--- src/rtl/core/atsp_pkg.sv ---
// Shared types, character codes and helpers for the tagged-field search core.
// Used by atsp_parser and aux_tag_search_parser_core; depends on nothing.
package atsp_pkg;

    // Default record length bound for offset saturation.
    localparam int MaxRecordBytesDefault = 65536;

    localparam int TagW     = 16;
    localparam int ByteW    = 8;
    localparam int OffsetW  = 16;
    localparam int PayloadW = 35;
    localparam int CountW   = 24;  // low three count bytes; the fourth arrives live

    // Type characters of the field format.
    localparam logic [ByteW-1:0] ChrZ     = 8'h5A;  // 'Z'
    localparam logic [ByteW-1:0] ChrB     = 8'h42;  // 'B'
    localparam logic [ByteW-1:0] ChrUpC   = 8'h43;  // 'C'
    localparam logic [ByteW-1:0] ChrLoC   = 8'h63;  // 'c'
    localparam logic [ByteW-1:0] ChrA     = 8'h41;  // 'A'
    localparam logic [ByteW-1:0] ChrUpS   = 8'h53;  // 'S'
    localparam logic [ByteW-1:0] ChrLoS   = 8'h73;  // 's'
    localparam logic [ByteW-1:0] ChrUpI   = 8'h49;  // 'I'
    localparam logic [ByteW-1:0] ChrLoI   = 8'h69;  // 'i'
    localparam logic [ByteW-1:0] ChrF     = 8'h66;  // 'f'
    localparam logic [ByteW-1:0] ChrNul   = 8'h00;

    localparam logic [1:0] CntLastIdx = 2'd3;

    // Parse phase of the current field.
    typedef enum logic [2:0] {
        PH_TAG0 = 3'd0,
        PH_TAG1 = 3'd1,
        PH_TYPE = 3'd2,
        PH_SKIP = 3'd3,
        PH_ZSTR = 3'd4,
        PH_BSUB = 3'd5,
        PH_BCNT = 3'd6,
        PH_DONE = 3'd7
    } t_phase;

    // One result item as produced by the parser for the current byte.
    typedef struct packed {
        logic               valid;
        logic               found;
        logic [OffsetW-1:0] value_offset;
    } t_result;

    // Payload size in bytes of a scalar type; zero for anything else.
    function automatic logic [2:0] elem_size(input logic [ByteW-1:0] t);
        logic [2:0] sz;
        sz = 3'd0;
        if (t == ChrUpC || t == ChrLoC || t == ChrA) begin
            sz = 3'd1;
        end else if (t == ChrUpS || t == ChrLoS) begin
            sz = 3'd2;
        end else if (t == ChrUpI || t == ChrLoI || t == ChrF) begin
            sz = 3'd4;
        end
        return sz;
    endfunction

endpackage

--- src/rtl/core/atsp_parser.sv ---
// Per-byte field parser: phase machine, skip counter and byte position.
// Depends on atsp_pkg; instantiated by aux_tag_search_parser_core.
module atsp_parser #(
    parameter int MAX_RECORD_BYTES = atsp_pkg::MaxRecordBytesDefault
) (
    input  logic                          i_clk,
    input  logic                          i_rst_n,
    input  logic [atsp_pkg::TagW-1:0]     i_search_tag,
    input  logic                          i_step,
    input  logic [atsp_pkg::ByteW-1:0]    i_byte,
    input  logic                          i_last,
    output atsp_pkg::t_result             o_result
);

    localparam int Limit = (MAX_RECORD_BYTES - 1 > 65535) ? 65535 : MAX_RECORD_BYTES - 1;
    localparam int PosW  = $clog2(Limit + 1);
    localparam logic [PosW-1:0] PosLimit = PosW'(Limit);

    atsp_pkg::t_phase                  r_phase, n_phase;
    logic [atsp_pkg::ByteW-1:0]        r_held, n_held;
    logic [atsp_pkg::PayloadW-1:0]     r_left, n_left;
    logic [2:0]                        r_esize, n_esize;
    logic [atsp_pkg::CountW-1:0]       r_count, n_count;
    logic [1:0]                        r_cidx, n_cidx;
    logic [PosW-1:0]                   r_pos, n_pos;

    logic [PosW-1:0]                   pos_next;
    logic                              tag_hit;
    logic [2:0]                        byte_size;
    logic [31:0]                       full_count;
    logic [atsp_pkg::PayloadW-1:0]     array_bytes;
    logic [atsp_pkg::PayloadW-1:0]     left_dec;

    // Shared decode of the current byte.
    assign pos_next   = (r_pos >= PosLimit) ? PosLimit : r_pos + PosW'(1);
    assign tag_hit    = ({r_held, i_byte} == i_search_tag);
    assign byte_size  = atsp_pkg::elem_size(i_byte);
    assign full_count = {i_byte, r_count};
    assign left_dec   = r_left - atsp_pkg::PayloadW'(1);

    // Array length in bytes: element sizes are powers of two, so a shift.
    always_comb begin
        unique case (r_esize)
            3'd1:    array_bytes = {3'b000, full_count};
            3'd2:    array_bytes = {2'b00, full_count, 1'b0};
            3'd4:    array_bytes = {1'b0, full_count, 2'b00};
            default: array_bytes = '0;
        endcase
    end

    // Next phase.
    always_comb begin
        n_phase = r_phase;
        unique case (r_phase)
            atsp_pkg::PH_TAG0: n_phase = atsp_pkg::PH_TAG1;
            atsp_pkg::PH_TAG1: n_phase = tag_hit ? atsp_pkg::PH_DONE : atsp_pkg::PH_TYPE;
            atsp_pkg::PH_TYPE: begin
                if (i_byte == atsp_pkg::ChrZ) begin
                    n_phase = atsp_pkg::PH_ZSTR;
                end else if (i_byte == atsp_pkg::ChrB) begin
                    n_phase = atsp_pkg::PH_BSUB;
                end else begin
                    n_phase = (byte_size != 3'd0) ? atsp_pkg::PH_SKIP : atsp_pkg::PH_TAG0;
                end
            end
            atsp_pkg::PH_SKIP: n_phase = (left_dec == '0) ? atsp_pkg::PH_TAG0 : atsp_pkg::PH_SKIP;
            atsp_pkg::PH_ZSTR: begin
                n_phase = (i_byte == atsp_pkg::ChrNul) ? atsp_pkg::PH_TAG0 : atsp_pkg::PH_ZSTR;
            end
            atsp_pkg::PH_BSUB: n_phase = atsp_pkg::PH_BCNT;
            atsp_pkg::PH_BCNT: begin
                if (r_cidx == atsp_pkg::CntLastIdx) begin
                    n_phase = (array_bytes != '0) ? atsp_pkg::PH_SKIP : atsp_pkg::PH_TAG0;
                end
            end
            atsp_pkg::PH_DONE: n_phase = atsp_pkg::PH_DONE;
            default:           n_phase = atsp_pkg::PH_TAG0;
        endcase
        if (i_last) begin
            n_phase = atsp_pkg::PH_TAG0;
        end
    end

    // Datapath updates and the result for the current byte.
    always_comb begin
        n_held   = r_held;
        n_left   = r_left;
        n_esize  = r_esize;
        n_count  = r_count;
        n_cidx   = r_cidx;
        n_pos    = pos_next;
        o_result = '0;

        unique case (r_phase)
            atsp_pkg::PH_TAG0: n_held = i_byte;
            atsp_pkg::PH_TAG1: begin
                if (tag_hit) begin
                    o_result.valid        = 1'b1;
                    o_result.found        = 1'b1;
                    o_result.value_offset = atsp_pkg::OffsetW'(pos_next);
                end
            end
            atsp_pkg::PH_TYPE: n_left = atsp_pkg::PayloadW'(byte_size);
            atsp_pkg::PH_SKIP: n_left = left_dec;
            atsp_pkg::PH_BSUB: begin
                n_esize = byte_size;
                n_count = '0;
                n_cidx  = 2'd0;
            end
            atsp_pkg::PH_BCNT: begin
                unique case (r_cidx)
                    2'd0:    n_count[7:0]   = i_byte;
                    2'd1:    n_count[15:8]  = i_byte;
                    2'd2:    n_count[23:16] = i_byte;
                    default: n_left         = array_bytes;
                endcase
                n_cidx = r_cidx + 2'd1;
            end
            default: ;
        endcase

        // End of record: report a miss unless a hit was already given.
        if (i_last) begin
            if (r_phase != atsp_pkg::PH_DONE && !(r_phase == atsp_pkg::PH_TAG1 && tag_hit)) begin
                o_result.valid        = 1'b1;
                o_result.found        = 1'b0;
                o_result.value_offset = '0;
            end
            n_held  = '0;
            n_left  = '0;
            n_esize = '0;
            n_count = '0;
            n_cidx  = '0;
            n_pos   = '0;
        end
    end

    // State registers advance once per processed item.
    always_ff @(posedge i_clk) begin
        if (!i_rst_n) begin
            r_phase <= atsp_pkg::PH_TAG0;
            r_held  <= '0;
            r_left  <= '0;
            r_esize <= '0;
            r_count <= '0;
            r_cidx  <= '0;
            r_pos   <= '0;
        end else if (i_step) begin
            r_phase <= n_phase;
            r_held  <= n_held;
            r_left  <= n_left;
            r_esize <= n_esize;
            r_count <= n_count;
            r_cidx  <= n_cidx;
            r_pos   <= n_pos;
        end
    end

endmodule

--- src/rtl/core/aux_tag_search_parser_core.sv ---
// Top level of the tagged-field search core: stream ports, input and result registers.
// Depends on atsp_pkg and atsp_parser.
//
// The core takes one record byte per item and finds the first field whose two
// tag bytes equal the configured search tag. Each record gives exactly one
// result item: on a hit, tuser is 1 and tdata is the offset of the field's type
// byte (saturating at MAX_RECORD_BYTES-1 or 65535); a record that ends without
// a hit gives tuser 0 and offset 0. A hit is reported on the second tag byte and
// the rest of the record is then skipped. Items flow at one per clock: a byte
// is registered on entry, parsed by the phase machine and skip counter once the
// output register can take its result, and its result is written to the output
// register in that same step. Input stalls only while the output register holds
// a result that is not taken. The search tag is written through the configuration
// channel; the user must write it only while no record is in flight, as the block
// itself does not enforce this.
module aux_tag_search_parser_core #(
    parameter int MAX_RECORD_BYTES = atsp_pkg::MaxRecordBytesDefault
) (
    input  logic        i_clk,
    input  logic        i_rst_n,

    // Configuration: search tag, first character in the upper byte.
    input  logic        i_cfg_valid,
    output logic        o_cfg_ready,
    input  logic [15:0] i_cfg_data,     // [15:0] search_tag

    // Record bytes in.
    input  logic        s_axis_tvalid,
    output logic        s_axis_tready,
    input  logic [7:0]  s_axis_tdata,   // [7:0] data_byte
    input  logic        s_axis_tlast,   // record_end

    // Search results out.
    output logic        m_axis_tvalid,
    input  logic        m_axis_tready,
    output logic [15:0] m_axis_tdata,   // [15:0] value_offset
    output logic [0:0]  m_axis_tuser    // [0] found
);

    logic [atsp_pkg::TagW-1:0]  r_search_tag;
    logic                       r_in_valid;
    logic [atsp_pkg::ByteW-1:0] r_in_byte;
    logic                       r_in_last;
    logic                       r_out_valid;
    logic                       r_out_found;
    logic [atsp_pkg::OffsetW-1:0] r_out_offset;

    logic                       step;
    atsp_pkg::t_result          result;

    // Configuration register.
    assign o_cfg_ready = 1'b1;

    always_ff @(posedge i_clk) begin
        if (!i_rst_n) begin
            r_search_tag <= '0;
        end else if (i_cfg_valid) begin
            r_search_tag <= i_cfg_data;
        end
    end

    // A registered item is parsed when the result register can take its result.
    assign step          = r_in_valid && (!r_out_valid || m_axis_tready);
    assign s_axis_tready = !r_in_valid || step;

    // Input register.
    always_ff @(posedge i_clk) begin
        if (!i_rst_n) begin
            r_in_valid <= 1'b0;
        end else if (s_axis_tready) begin
            r_in_valid <= s_axis_tvalid;
        end
    end

    always_ff @(posedge i_clk) begin
        if (s_axis_tready && s_axis_tvalid) begin
            r_in_byte <= s_axis_tdata;
            r_in_last <= s_axis_tlast;
        end
    end

    atsp_parser #(
        .MAX_RECORD_BYTES (MAX_RECORD_BYTES)
    ) u_parser (
        .i_clk        (i_clk),
        .i_rst_n      (i_rst_n),
        .i_search_tag (r_search_tag),
        .i_step       (step),
        .i_byte       (r_in_byte),
        .i_last       (r_in_last),
        .o_result     (result)
    );

    // Result register.
    always_ff @(posedge i_clk) begin
        if (!i_rst_n) begin
            r_out_valid <= 1'b0;
        end else if (step) begin
            r_out_valid <= result.valid;
        end else if (m_axis_tready) begin
            r_out_valid <= 1'b0;
        end
    end

    always_ff @(posedge i_clk) begin
        if (step && result.valid) begin
            r_out_found  <= result.found;
            r_out_offset <= result.value_offset;
        end
    end

    assign m_axis_tvalid   = r_out_valid;
    assign m_axis_tdata    = r_out_offset;
    assign m_axis_tuser[0] = r_out_found;

endmodule
--- config.mk ---
export PLATFORM = sky130hd
export DESIGN_NAME = aux_tag_search_parser_core
export DESIGN_NICKNAME = d
export VERILOG_FILES = /design/src/rtl/core/atsp_pkg.sv /design/src/rtl/core/atsp_parser.sv /design/src/rtl/core/aux_tag_search_parser_core.sv
export SDC_FILE = /design/constraint.sdc
export NUM_CORES = 1
export LEC_CHECK = 0
export BUFFER_PORTS_ARGS = -buffer_cell sky130_fd_sc_hd__buf_2
export CORE_ASPECT_RATIO = 1.25
export CORE_MARGIN = 2
export CORE_UTILIZATION = 67
export DETAILED_ROUTE_END_ITERATION = 6
export PLACE_DENSITY = 0.95
export SLEW_MARGIN = 20
export SYNTH_ARGS = -nofsm -noshare
export SYNTH_HDL_FRONTEND = slang
export SYNTH_HIERARCHICAL = 1
export SYNTH_SLANG_ARGS = --single-unit
export TNS_END_PERCENT = 1
--- constraint.sdc ---
create_clock -name i_clk -period 6.9 [get_ports i_clk]
set_input_delay 1.38 -clock i_clk [delete_from_list [all_inputs] [get_ports i_clk]]
set_output_delay 1.38 -clock i_clk [all_outputs]
set_load 0.02 [all_outputs]
Word level (Yosys, flattened, before mapping):

Index checks and enable logic that the tools add are counted.

* add/subtract/negate cells: 3
* $lt $le $gt $ge: 1
* mux-type cells: 36
* reductions and logical operators: 35
* equal/unequal tests: 30

Operators by type and width (number)
* $pmux W35 S3: 1
* $pmux W34 S3: 1
* $eq A8 B7 Y1 const B: 10
* $mux W18: 4
* $mux W35: 2
* $pmux W24 S2: 1
* $mux W8: 5
* $logic_not A35 Y1: 1
* $reduce_bool A35 Y1: 1
* $sub A35 B1 Y35 const B: 1
* $mux W3: 11
* $mux W16: 2
* $mux W24: 1
* $pmux W3 S8: 1
* $add A16 B1 Y16 const B: 1
* $eq A16 B16 Y1: 1
* $ge A16 B16 Y1 const B: 1
* $eq A3 B3 Y1 const B: 5
* $ne A3 B3 Y1 const B: 4
* $reduce_and A3 Y1: 4
* $eq A3 B2 Y1 const B: 3
* $logic_not A8 Y1: 1
* $mux W2: 4
* $reduce_and A2 Y1: 4
* 16 further kinds: 35

* register bits after elaboration: 135
* logic and storage cells: 121

Depth between registers and ports, before layout:

Gate-level depths: netlist (run 1).

* depth in word-level cells: 12
* depth in mapped cells: 10
* depth with buffers taken out: 9

Hierarchy:

The synthesis (run 1) kept the hierarchy.

Modules (own cells, without submodules)
* atsp_parser: times used 1, area an instance 6757.7 µm², cells each 897
* aux_tag_search_parser_core: times used 1, area an instance 1506.4 µm², cells each 92

Worst setup path after synthesis (run 1):

OpenSTA, ideal clock, no wires.

* kind: input port to flip-flop
* start point: input m_axis_tready
* end point: register u_parser/r_count[10] (netlist name)
* data required time: 6772 ps
* cell stages on the path: 9
* data arrival time: 3178 ps
* path buffers: 2
* path slack: 3594 ps
* path through: nand2b_1 > and2_1 > clkbuf_1 > clkinv_1 > a21oi_1 > o21a_1 > clkbuf_1 > mux2i_1 > nor2_1

* cells in the longest elaborated chain, start to end: 3

RTL lines
* start: declaration: RTL line aux_tag_search_parser_core.sv:35 `input logic m_axis_tready,`
* $logic_or A1 B1 Y1: RTL line aux_tag_search_parser_core.sv:63 `assign step = r_in_valid && (!r_out_valid || m_axis_tready);`
* $logic_and A1 B1 Y1: RTL line aux_tag_search_parser_core.sv:63
* named net step: RTL line aux_tag_search_parser_core.sv:48 `logic step;`
* $reduce_and A3 Y1 (no source line)
* end signal: assignment: RTL line atsp_parser.sv:153 `r_count <= n_count;`
* end: declaration: RTL line atsp_parser.sv:23 `logic [atsp_pkg::CountW-1:0] r_count, n_count;`

The timed path passes the listed nets, and every way through them passes these cells.
A chain may end at the register's enable or synchronous reset.

Worst setup path in the final report (run 1):

* start point: input m_axis_tready
* end point: register u_parser/r_count[22] (netlist name)

Same word-level chain as after synthesis.

==> results of run 1 <==
## worst min-delay path by stage
stage                                     start                          endpoint  slack [ns]
5_1_grt        u_parser/r_left[32]$_SDFFE_PN0P_  u_parser/r_left[32]$_SDFFE_PN0P_        0.53
3_5_place_dp   u_parser/r_left[21]$_SDFFE_PN0P_  u_parser/r_left[21]$_SDFFE_PN0P_        0.47
4_1_cts        u_parser/r_left[21]$_SDFFE_PN0P_  u_parser/r_left[21]$_SDFFE_PN0P_        0.48
3_3_place_gp   u_parser/r_left[21]$_SDFFE_PN0P_  u_parser/r_left[21]$_SDFFE_PN0P_        0.47
2_1_floorplan  u_parser/r_left[21]$_SDFFE_PN0P_  u_parser/r_left[21]$_SDFFE_PN0P_        0.45
6_report       u_parser/r_left[21]$_SDFFE_PN0P_  u_parser/r_left[21]$_SDFFE_PN0P_        0.49
## tightest hold or removal path: stages (launching register included)
cell	delay, ns
dfxtp_1	0.33
nand2_1	0.06
a21oi_1	0.05
## per-stage QoR
stage | power [mW] | cell area, um2 | hold slack [ns] | cells
finish | 1.86 | 9030 | 0.492 | 1155
global route | 1.91 | 9030 | 0.529 | 1155
CTS | 1.86 | 9030 | 0.481 | 1155
detailed placement | 0.935 | 8420 | 0.472 | 1123
global placement | 0.932 | 8410 | 0.468 | 1123
floorplan | 0.910 | 8260 | 0.449 | 989
## placed cells by master (no fill, tap or decap), types with 5 or more instances in the layout
cell	netlist	final
a2111oi_0	9	9
a211oi_1	15	15
a21oi_1	75	75
a221oi_1	6	6
a22oi_1	40	40
a31o_2	6	6
a31oi_1	5	5
and2_1	20	20
and3_1	10	10
buf_2	5	48
buf_4	1	8
clkbuf_16	0	18
dfxtp_1	109	109
edfxtp_1	26	26
ha_1	7	7
inv_1	20	20
inv_6	0	6
mux2i_1	43	43
nand2_1	29	28
nand2b_1	9	9
nand3_1	17	17
nand3b_1	42	42
nand4_1	16	16
nor2_1	118	117
nor2b_1	28	28
nor3_1	24	24
nor4_1	15	15
nor4bb_1	20	20
o21a_1	8	8
o21ai_0	29	29
o21bai_1	6	6
o22ai_1	19	19
o31ai_1	5	5
or2_2	6	6
or3_1	11	11
or4_1	11	11
xnor2_1	41	41
xor2_1	9	9
## cell families (layout without fill, tap and decap cells)
group / after synthesis / after routing / synth area share, %
buf+inv: 108 / 110 / 5.42
mux: 43 / 43 / 5.21
other cells: 1 / 1 / 0.0454
compound gates: 255 / 255 / 20.5
xor+xnor: 50 / 50 / 5.30
simple gates: 390 / 390 / 26.6
flops: 135 / 135 / 35.9
fa+ha+maj: 7 / 7 / 1.06
## registers in the layout, summed over array words and instances (netlist names)
signal,count
u_parser/r_left,35
u_parser/r_count,24
m_axis_tdata,16
r_search_tag,16
u_parser/r_pos,16
r_in_byte,8
u_parser/r_held,8
u_parser/r_esize,3
u_parser/r_phase,3
u_parser/r_cidx,2
m_axis_tuser,1
m_axis_tvalid,1
r_in_last,1
r_in_valid,1
## power by group through the flow
stage                     Sequential (mW)  Combinational (mW)  Clock (mW)
after floorplan                     0.842              0.0682           0
after global routing                0.838              0.0922       0.977
after CTS                           0.836              0.0844       0.944
after global placement              0.852              0.0792           0
after detailed placement            0.853              0.0822           0
final                               0.838              0.0866       0.940
## layout make-up
type	instances	area (um2)
Clock buffer	19	454
Clock inverter	13	158
Fill cell	794	3080
Inverter	22	82.6
Multi-Input combinational cell	746	4860
Sequential cell	135	2960
Tap cell	164	205
Timing Repair Buffer	56	300
## metal layers
layer | up-vias | GRT usage, %
li1 | 3607 | -
met1 | 3782 | 43.9
met2 | 587 | 57.8
met3 | 176 | 7.09
met4 | 0 | 22.9
met5 | - | 0
==> flow_summary.json, run 1 <==
{
  "outcome": "complete, no violations",
  "cp-endpoint": "u_parser/r_count[22]$_SDFFE_PN0P_",
  "slew_headroom_pct": 32.8,
  "cp_slowest_cell": "and2_1",
  "hp-class": "flip-flop to flip-flop",
  "post_cts_resized": 0,
  "num_vias": 8152,
  "routedWlPerCell_um": 20.2,
  "io_buffers": 48,
  "io_pins": 50,
  "postCtsSetupBuffers": 0,
  "gp_congestion": 0.959,
  "drc": 0,
  "clk_path_buf_depth": 2,
  "start_kind": "input port",
  "synth_largest_area_cell": "dfxtp_1",
  "syn_to_final_growth_pct": 9.24,
  "clkSlewWorstSetupHoldPaths_ns": 0.06,
  "numClockSinks": 135,
  "clk_latency_ns": 0.43,
  "critPathCaptureType": "flip-flop",
  "synth_most_common_cell": "nor2_1",
  "p_leak_nw": 3.25,
  "antenna_left": 0,
  "cpPeakStageDelay_ns": 0.78,
  "skew_ns": 0.00769,
  "path_class": "input port to flip-flop",
  "die_h_um": 128,
  "seq_area_frac_synth_pct": 35.9,
  "r2r-start": "u_parser/r_left[4]$_SDFFE_PN0P_",
  "dr_wl_met2_um": 11200,
  "drv_cap": 0,
  "crit_cells": 8,
  "pwr-share-seq_pct": 44.9,
  "setup_tns_ns": 0,
  "crit_path_max_fanout": 27,
  "synth_edf_count": 26,
  "synth_top_area_share_pct": 26.4,
  "setup_slack_ns": 2.84,
  "routed.top_layer": "met4",
  "antenna_found_initial": 0,
  "whs_path_depth": 2,
  "start_util_pct": 68.3,
  "synth_cell_type_count": 73,
  "cts_buffers": 17,
  "cp_data_arrival_time_ns": 4.32,
  "clockRootBuffer": "clkbuf_16",
  "vdd_drop_max_uv": 192,
  "pre_cts_ws_ns": 2.62,
  "coreArea_mm2": 0.0121,
  "rsz0062_at_grt": "no",
  "grt_overflow_total": 0,
  "ys_ff_latch": 135,
  "grt_pass1_vias": 7584,
  "firstDrtPassIters": 7,
  "startpoint": "m_axis_tready",
  "netlist_area_mm2": 0.00826,
  "drt_iter0_drc": 1226,
  "cts_hold_buf": 0,
  "synthTopCellsByArea": "dfxtp_1, edfxtp_1, nor2_1",
  "wirelength_um": 23300,
  "p_int_mw": 1.42,
  "reg2reg_slack_ns": 3.30,
  "die_area_mm2": 0.0132,
  "cp.required_ns": 7.17,
  "worst_pin_slew_ns": 1.01,
  "synth_fp_nets": 1026,
  "fin_util_pct": 74.6,
  "power_density_mw_per_mm2": 207,
  "met3_length_um": 2080,
  "swShare_pct": 24.1,
  "pwr-share-comb_pct": 4.6,
  "grt_max_degree": 90,
  "slew_viol_final": 0,
  "wl_met1_um": 8490,
  "pwr-share-clk_pct": 50.4,
  "final.period_utilization_pct": 58.8,
  "fp-row-count": 45,
  "grt_pass1_wl_um": 37400,
  "cts_tree": "yes",
  "min_period_ns": 4.06,
  "drt-vias-per-instance": 7.06,
  "htreeDepth": 4,
  "p_sw_mw": 0.449,
  "ys_async_sr_fraction_pct": 0,
  "antennaDiodeCount": 0,
  "cp.buffers_inverters": 2,
  "grt_usage_pct": 36.1,
  "r2r.worst_path.cells": 7,
  "ys_warn_count": 6,
  "hold_viol": 0,
  "nets": 1015,
  "die_w_um": 103,
  "syn_area_per_cell_um2": 8.36,
  "drive_gt1_share_pct": 11.2,
  "r2r_end": "u_parser/r_phase[0]$_SDFFE_PN0P_",
  "worstPathCellList": "buf_2 -> nand2b_1 -> and2_1 -> clkinv_1 -> a21oi_1 -> o21a_1 -> mux2i_1 -> nor2_1",
  "fmax_mhz": 246,
  "synthFlopType": "dfxtp_1",
  "cp_top_family": "compound AO/OA/AOI/OAI gates",
  "netlist_instances": 989,
  "setup-violations-final": 0,
  "hpwl_um": 14400,
  "synth_commonest_cells": "nor2_1, dfxtp_1, a21oi_1"
}
Power figures use the tool's default switching activity.
==> inputs of run 2 (changes only) <==
--- a/config.mk
+++ b/config.mk
@@ -8,9 +8,9 @@
 export BUFFER_PORTS_ARGS = -buffer_cell sky130_fd_sc_hd__buf_2
 export CORE_ASPECT_RATIO = 1.25
 export CORE_MARGIN = 2
-export CORE_UTILIZATION = 67
+export CORE_UTILIZATION = 62
 export DETAILED_ROUTE_END_ITERATION = 6
-export PLACE_DENSITY = 0.95
+export PLACE_DENSITY = 0.89
 export SLEW_MARGIN = 20
 export SYNTH_ARGS = -nofsm -noshare
 export SYNTH_HDL_FRONTEND = slang
==> constraint.sdc (replaced) <==
create_clock -name i_clk -period 4 [get_ports i_clk]
set_input_delay 0.8 -clock i_clk [delete_from_list [all_inputs] [get_ports i_clk]]
set_output_delay 0.8 -clock i_clk [all_outputs]
set_load 0.02 [all_outputs]
==> flow_summary.json, run 2 (synthesis results as in run 1) <==
{
  "clk_latency_ns": 0.42,
  "drc": 0,
  "clk_path_buf_depth": 2,
  "rsz0062_at_grt": "no",
  "skew_ns": 0.0106,
  "antennaDiodeCount": 0,
  "drv_cap": 0,
  "mostFrequentLayoutCells": "nor2_1, dfxtp_1, a21oi_1",
  "coreArea_mm2": 0.0131,
  "die_w_um": 107,
  "worst_pin_slew_ns": 0.889,
  "worstPathCellList": "or4_1 -> nor4_2 -> nand3_2 -> o21a_1 -> nor4_1 -> a211oi_1 -> or3_1",
  "fin_area_mm2": 0.00913,
  "num_vias": 7982,
  "cts_buffers": 17,
  "setup-violations-final": 0,
  "drt-vias-per-instance": 6.83,
  "start_util_pct": 63.0,
  "setup_tns_ns": 0,
  "nets": 1022,
  "slew_headroom_pct": 40.7,
  "firstDrtPassIters": 6,
  "fp-row-count": 47,
  "drt_iter0_drc": 1025,
  "fill_cells": 926,
  "grt_overflow_total": 0,
  "hpwl_um": 14800,
  "clockRootBuffer": "clkbuf_16",
  "routedWlPerCell_um": 19.9,
  "io_pins": 50,
  "htreeDepth": 4,
  "path_class": "flip-flop to flip-flop",
  "drive_gt1_share_pct": 11.6,
  "post_cts_resized": 0,
  "hold_viol": 0,
  "ff_latch_area_mm2": 0.00296,
  "final_common_cell": "nor2_1",
  "cp_slowest_cell": "nor4_2",
  "final.period_utilization_pct": 83.8,
  "fin_util_pct": 69.6,
  "power_density_mw_per_mm2": 365,
  "syn_to_final_growth_pct": 10.5,
  "numClockSinks": 135,
  "place_area_mm2": 0.00847,
  "io_buffers": 48,
  "vdd_drop_max_uv": 342,
  "clkSlewWorstSetupHoldPaths_ns": 0.06,
  "reg.largest.list": "u_parser/r_left (35), u_parser/r_count (24)",
  "largest-register": "u_parser/r_left",
  "cp.required_ns": 4.30,
  "critPathCaptureType": "flip-flop",
  "grt_usage_pct": 33.1,
  "holdWs_ns": 0.508,
  "cts_hold_buf": 0,
  "postCtsSetupBuffers": 0,
  "cpPeakStageDelay_ns": 0.72,
  "start_kind": "flip-flop",
  "antenna_found_initial": 0,
  "antenna_left": 0,
  "cp.buffers_inverters": 0,
  "cts_tree": "yes",
  "finalPower_mw": 3.33,
  "min_period_ns": 3.35,
  "die_h_um": 133,
  "largest_reg_flops": 35,
  "crit_path_max_fanout": 10,
  "grt_pass1_wl_um": 37600,
  "gp_congestion": 0.935,
  "hp-class": "flip-flop to flip-flop",
  "slew_viol_final": 0,
  "cp_data_arrival_time_ns": 3.65,
  "multi_input_area_mm2": 0.00486,
  "p_leak_nw": 3.31,
  "die_area_mm2": 0.0143,
  "cp_top_family": "simple AND/OR/NAND/NOR gates",
  "reg2reg_slack_ns": 0.65,
  "grt_max_degree": 63,
  "outcome": "complete, no violations",
  "fmax_mhz": 298,
  "grt_pass1_vias": 7440,
  "wirelength_um": 23200
}
-- run 2: cell count changes in the layout (fill, tap and decap cells not counted), sizes merged --
cell      before  now
inv           28   23
clkbuf        19   24
clkinvlp       1    0
buf           56   62
bufinv         2    4
-- run 2: power by group --
group          internal (mW)  switching, mW  total [mW]
Sequential              1.41         0.0343        1.44
Clock                   1.14          0.597        1.73
Combinational         0.0629         0.0955       0.158
-- run 2: cell type report --
| cell class | count | share of cell area, % |
|---|---|---|
| repair buffers | 63 | 3.86 |
| inverters | 22 | 0.904 |
| clock buffers | 23 | 5.47 |
| clock inverters | 9 | 1.75 |
| well taps | 171 | 2.34 |
| flip-flops and latches | 135 | 32.4 |
| multi-input cells | 746 | 53.2 |
-- run 2: worst paths after layout --
| path | from | end | depth (start not counted) |
|---|---|---|---|
| worst min-delay path | u_parser/r_left[21]$_SDFFE_PN0P_ | u_parser/r_left[21]$_SDFFE_PN0P_ | 2 |
| worst max-delay path | u_parser/r_left[4]$_SDFFE_PN0P_ | u_parser/r_phase[1]$_SDFFE_PN0P_ | 7 |
| worst min register to register | u_parser/r_left[21]$_SDFFE_PN0P_ | u_parser/r_left[21]$_SDFFE_PN0P_ | 2 |
| worst max register to register | u_parser/r_left[4]$_SDFFE_PN0P_ | u_parser/r_phase[1]$_SDFFE_PN0P_ | 7 |
-- run 2: worst register-to-register path: stages, from the launching register on --
cell      delay (ns)
dfxtp_1         0.40
or4_1           0.70
nor4_2          0.72
nand3_2         0.28
o21a_1          0.27
nor4_1          0.32
a211oi_1        0.16
or3_1           0.39
-- run 2: per-stage QoR --
stage,setup WS [ns],std cells
2_1_floorplan,1.09,989
3_3_place_gp,0.827,1136
3_5_place_dp,0.751,1136
4_1_cts,0.703,1168
5_1_grt,0.463,1169
6_report,0.647,1169
-- run 2: metal layers --
layer / global-route usage [%] / vias up / wire length, um
li1: - / 3628 / -
met1: 41.9 / 3697 / 8660
met2: 53.3 / 543 / 11300
met3: 6.31 / 114 / 2130
met4: 17.4 / 0 / 1170
met5: 0 / - / 0
==> inputs of run 3 (changes only) <==
==> constraint.sdc (replaced) <==
create_clock -name i_clk -period 3.3 [get_ports i_clk]
set_input_delay 0.66 -clock i_clk [delete_from_list [all_inputs] [get_ports i_clk]]
set_output_delay 0.66 -clock i_clk [all_outputs]
set_load 0.02 [all_outputs]
==> flow_summary.json, run 3 (synthesis results as in run 1) <==
{
  "r2r-start": "u_parser/r_left[0]$_SDFFE_PN0P_",
  "io_buffers": 48,
  "power_density_mw_per_mm2": 415,
  "cp.buffers_inverters": 1,
  "rsz0062_at_grt": "no",
  "drt_iter0_drc": 1026,
  "io_pins": 50,
  "start_kind": "flip-flop",
  "cpPeakStageDelay_ns": 0.54,
  "reg.largest.list": "u_parser/r_left (35), u_parser/r_count (24)",
  "cp_data_arrival_time_ns": 3.59,
  "drt-vias-per-instance": 6.84,
  "post_cts_resized": 0,
  "startpoint": "u_parser/r_left[0]$_SDFFE_PN0P_",
  "numClockSinks": 135,
  "antenna_left": 0,
  "crit_path_max_fanout": 7,
  "worst_pin_slew_ns": 0.875,
  "violations": "design-rule violations",
  "cp.required_ns": 3.61,
  "p_int_mw": 2.91,
  "die_w_um": 107,
  "drc": 9,
  "htreeDepth": 4,
  "antennaDiodeCount": 0,
  "clk_latency_ns": 0.43,
  "hold_start": "s_axis_tdata[7]",
  "syn_to_final_growth_pct": 12.2,
  "hold_viol": 0,
  "grt_pass1_wl_um": 37600,
  "cp_slowest_cell": "or3b_2",
  "p_leak_nw": 3.39,
  "die_area_mm2": 0.0143,
  "hpwl_um": 15900,
  "setup_tns_ns": 0,
  "grt_usage_pct": 33.3,
  "die_h_um": 133,
  "clockRootBuffer": "clkbuf_16",
  "num_vias": 8150,
  "firstDrtPassIters": 7,
  "drv_cap": 0,
  "grt_overflow_total": 0,
  "cts_buffers": 17,
  "pwr-share-comb_pct": 5.0,
  "worstPathCellList": "inv_1 -> ha_1 -> or3b_2 -> nor3_1 -> and4_1 -> o2111ai_1 -> nor4_1 -> a211oi_1 -> or3_1",
  "drive_gt1_share_pct": 13.6,
  "pwr-share-clk_pct": 49.7,
  "mostFrequentLayoutCells": "nor2_1, dfxtp_1, a21oi_1",
  "wirelength_um": 23900,
  "fmax_mhz": 305,
  "cts_tree": "yes",
  "grt_pass1_vias": 7317,
  "slew_viol_final": 0,
  "p_sw_mw": 0.946,
  "setup-violations-final": 0,
  "coreArea_mm2": 0.0131,
  "final_common_cell": "nor2_1",
  "cp_top_family": "simple AND/OR/NAND/NOR gates",
  "nets": 1044,
  "path_class": "flip-flop to flip-flop",
  "antenna_found_initial": 0,
  "gp_congestion": 1.03,
  "grt_max_degree": 49,
  "min_period_ns": 3.28,
  "pwr-share-seq_pct": 45.3,
  "largest-register": "u_parser/r_left",
  "skew_ns": 0.00875,
  "postCtsSetupBuffers": 0,
  "fp-row-count": 47,
  "outcome": "complete, but fails checks",
  "slew_headroom_pct": 41.6,
  "start_util_pct": 63.0,
  "hp-class": "input port to flip-flop",
  "swShare_pct": 24.5,
  "clkSlewWorstSetupHoldPaths_ns": 0.06,
  "final.period_utilization_pct": 99.3,
  "cts_hold_buf": 0,
  "placed_cells_incl_taps": 1159,
  "largest_reg_flops": 35,
  "clk_path_buf_depth": 2,
  "routedWlPerCell_um": 20.1,
  "critPathCaptureType": "flip-flop",
  "vdd_drop_max_uv": 509,
  "layout.cells.non_filler": 1191
}
run 3: through the flow:
stage	total power, mW	hold slack [ns]	setup WS (ns)	utilization [%]	instance area [um2]
final	3.85	0.405	0.0232	70.7	9270
after global routing	3.94	0.396	0.0180	70.7	9270
after CTS	3.86	0.395	0.169	70.7	9270
after detailed placement	1.97	0.488	0.272	66.2	8680
after global placement	1.96	0.474	0.293	66.2	8680
after floorplan	1.90	0.449	0.387	-	8260
run 3: path summary, 6_finish.rpt:
kind / end / depth (start not counted) / slack, ns
max: u_parser/r_phase[1]$_SDFFE_PN0P_ / 9 / 0.02
min: r_in_byte[7]$_DFFE_PP_ / 1 / 0.41
max reg2reg: u_parser/r_phase[1]$_SDFFE_PN0P_ / 9 / 0.02
min reg2reg: u_parser/r_left[33]$_SDFFE_PN0P_ / 2 / 0.50
run 3: power by group through the flow:
stage / sequential, mW / clock [mW] / combinational [mW]
6_report: 1.75 / 1.91 / 0.192
3_3_place_gp: 1.78 / 0 / 0.178
2_1_floorplan: 1.76 / 0 / 0.143
5_1_grt: 1.75 / 1.99 / 0.204
4_1_cts: 1.74 / 1.93 / 0.188
3_5_place_dp: 1.78 / 0 / 0.185
run 3: cell type report:
cell class	count	area, um2
multi-input combinational	746	4860
fill	911	3840
sequential	135	2960
timing repair buffer	85	556
clock buffer	19	464
tap	171	214
clock inverter	13	134
inverter	22	82.6
run 3: metal layers:
metal / global-route usage (%) / wire, um / part of all wire (%)
met5: 0 / 0 / 0
met4: 20.3 / 1530 / 6.4
met3: 6.55 / 1980 / 8.3
met2: 54.1 / 11400 / 48
met1: 40.3 / 8990 / 38
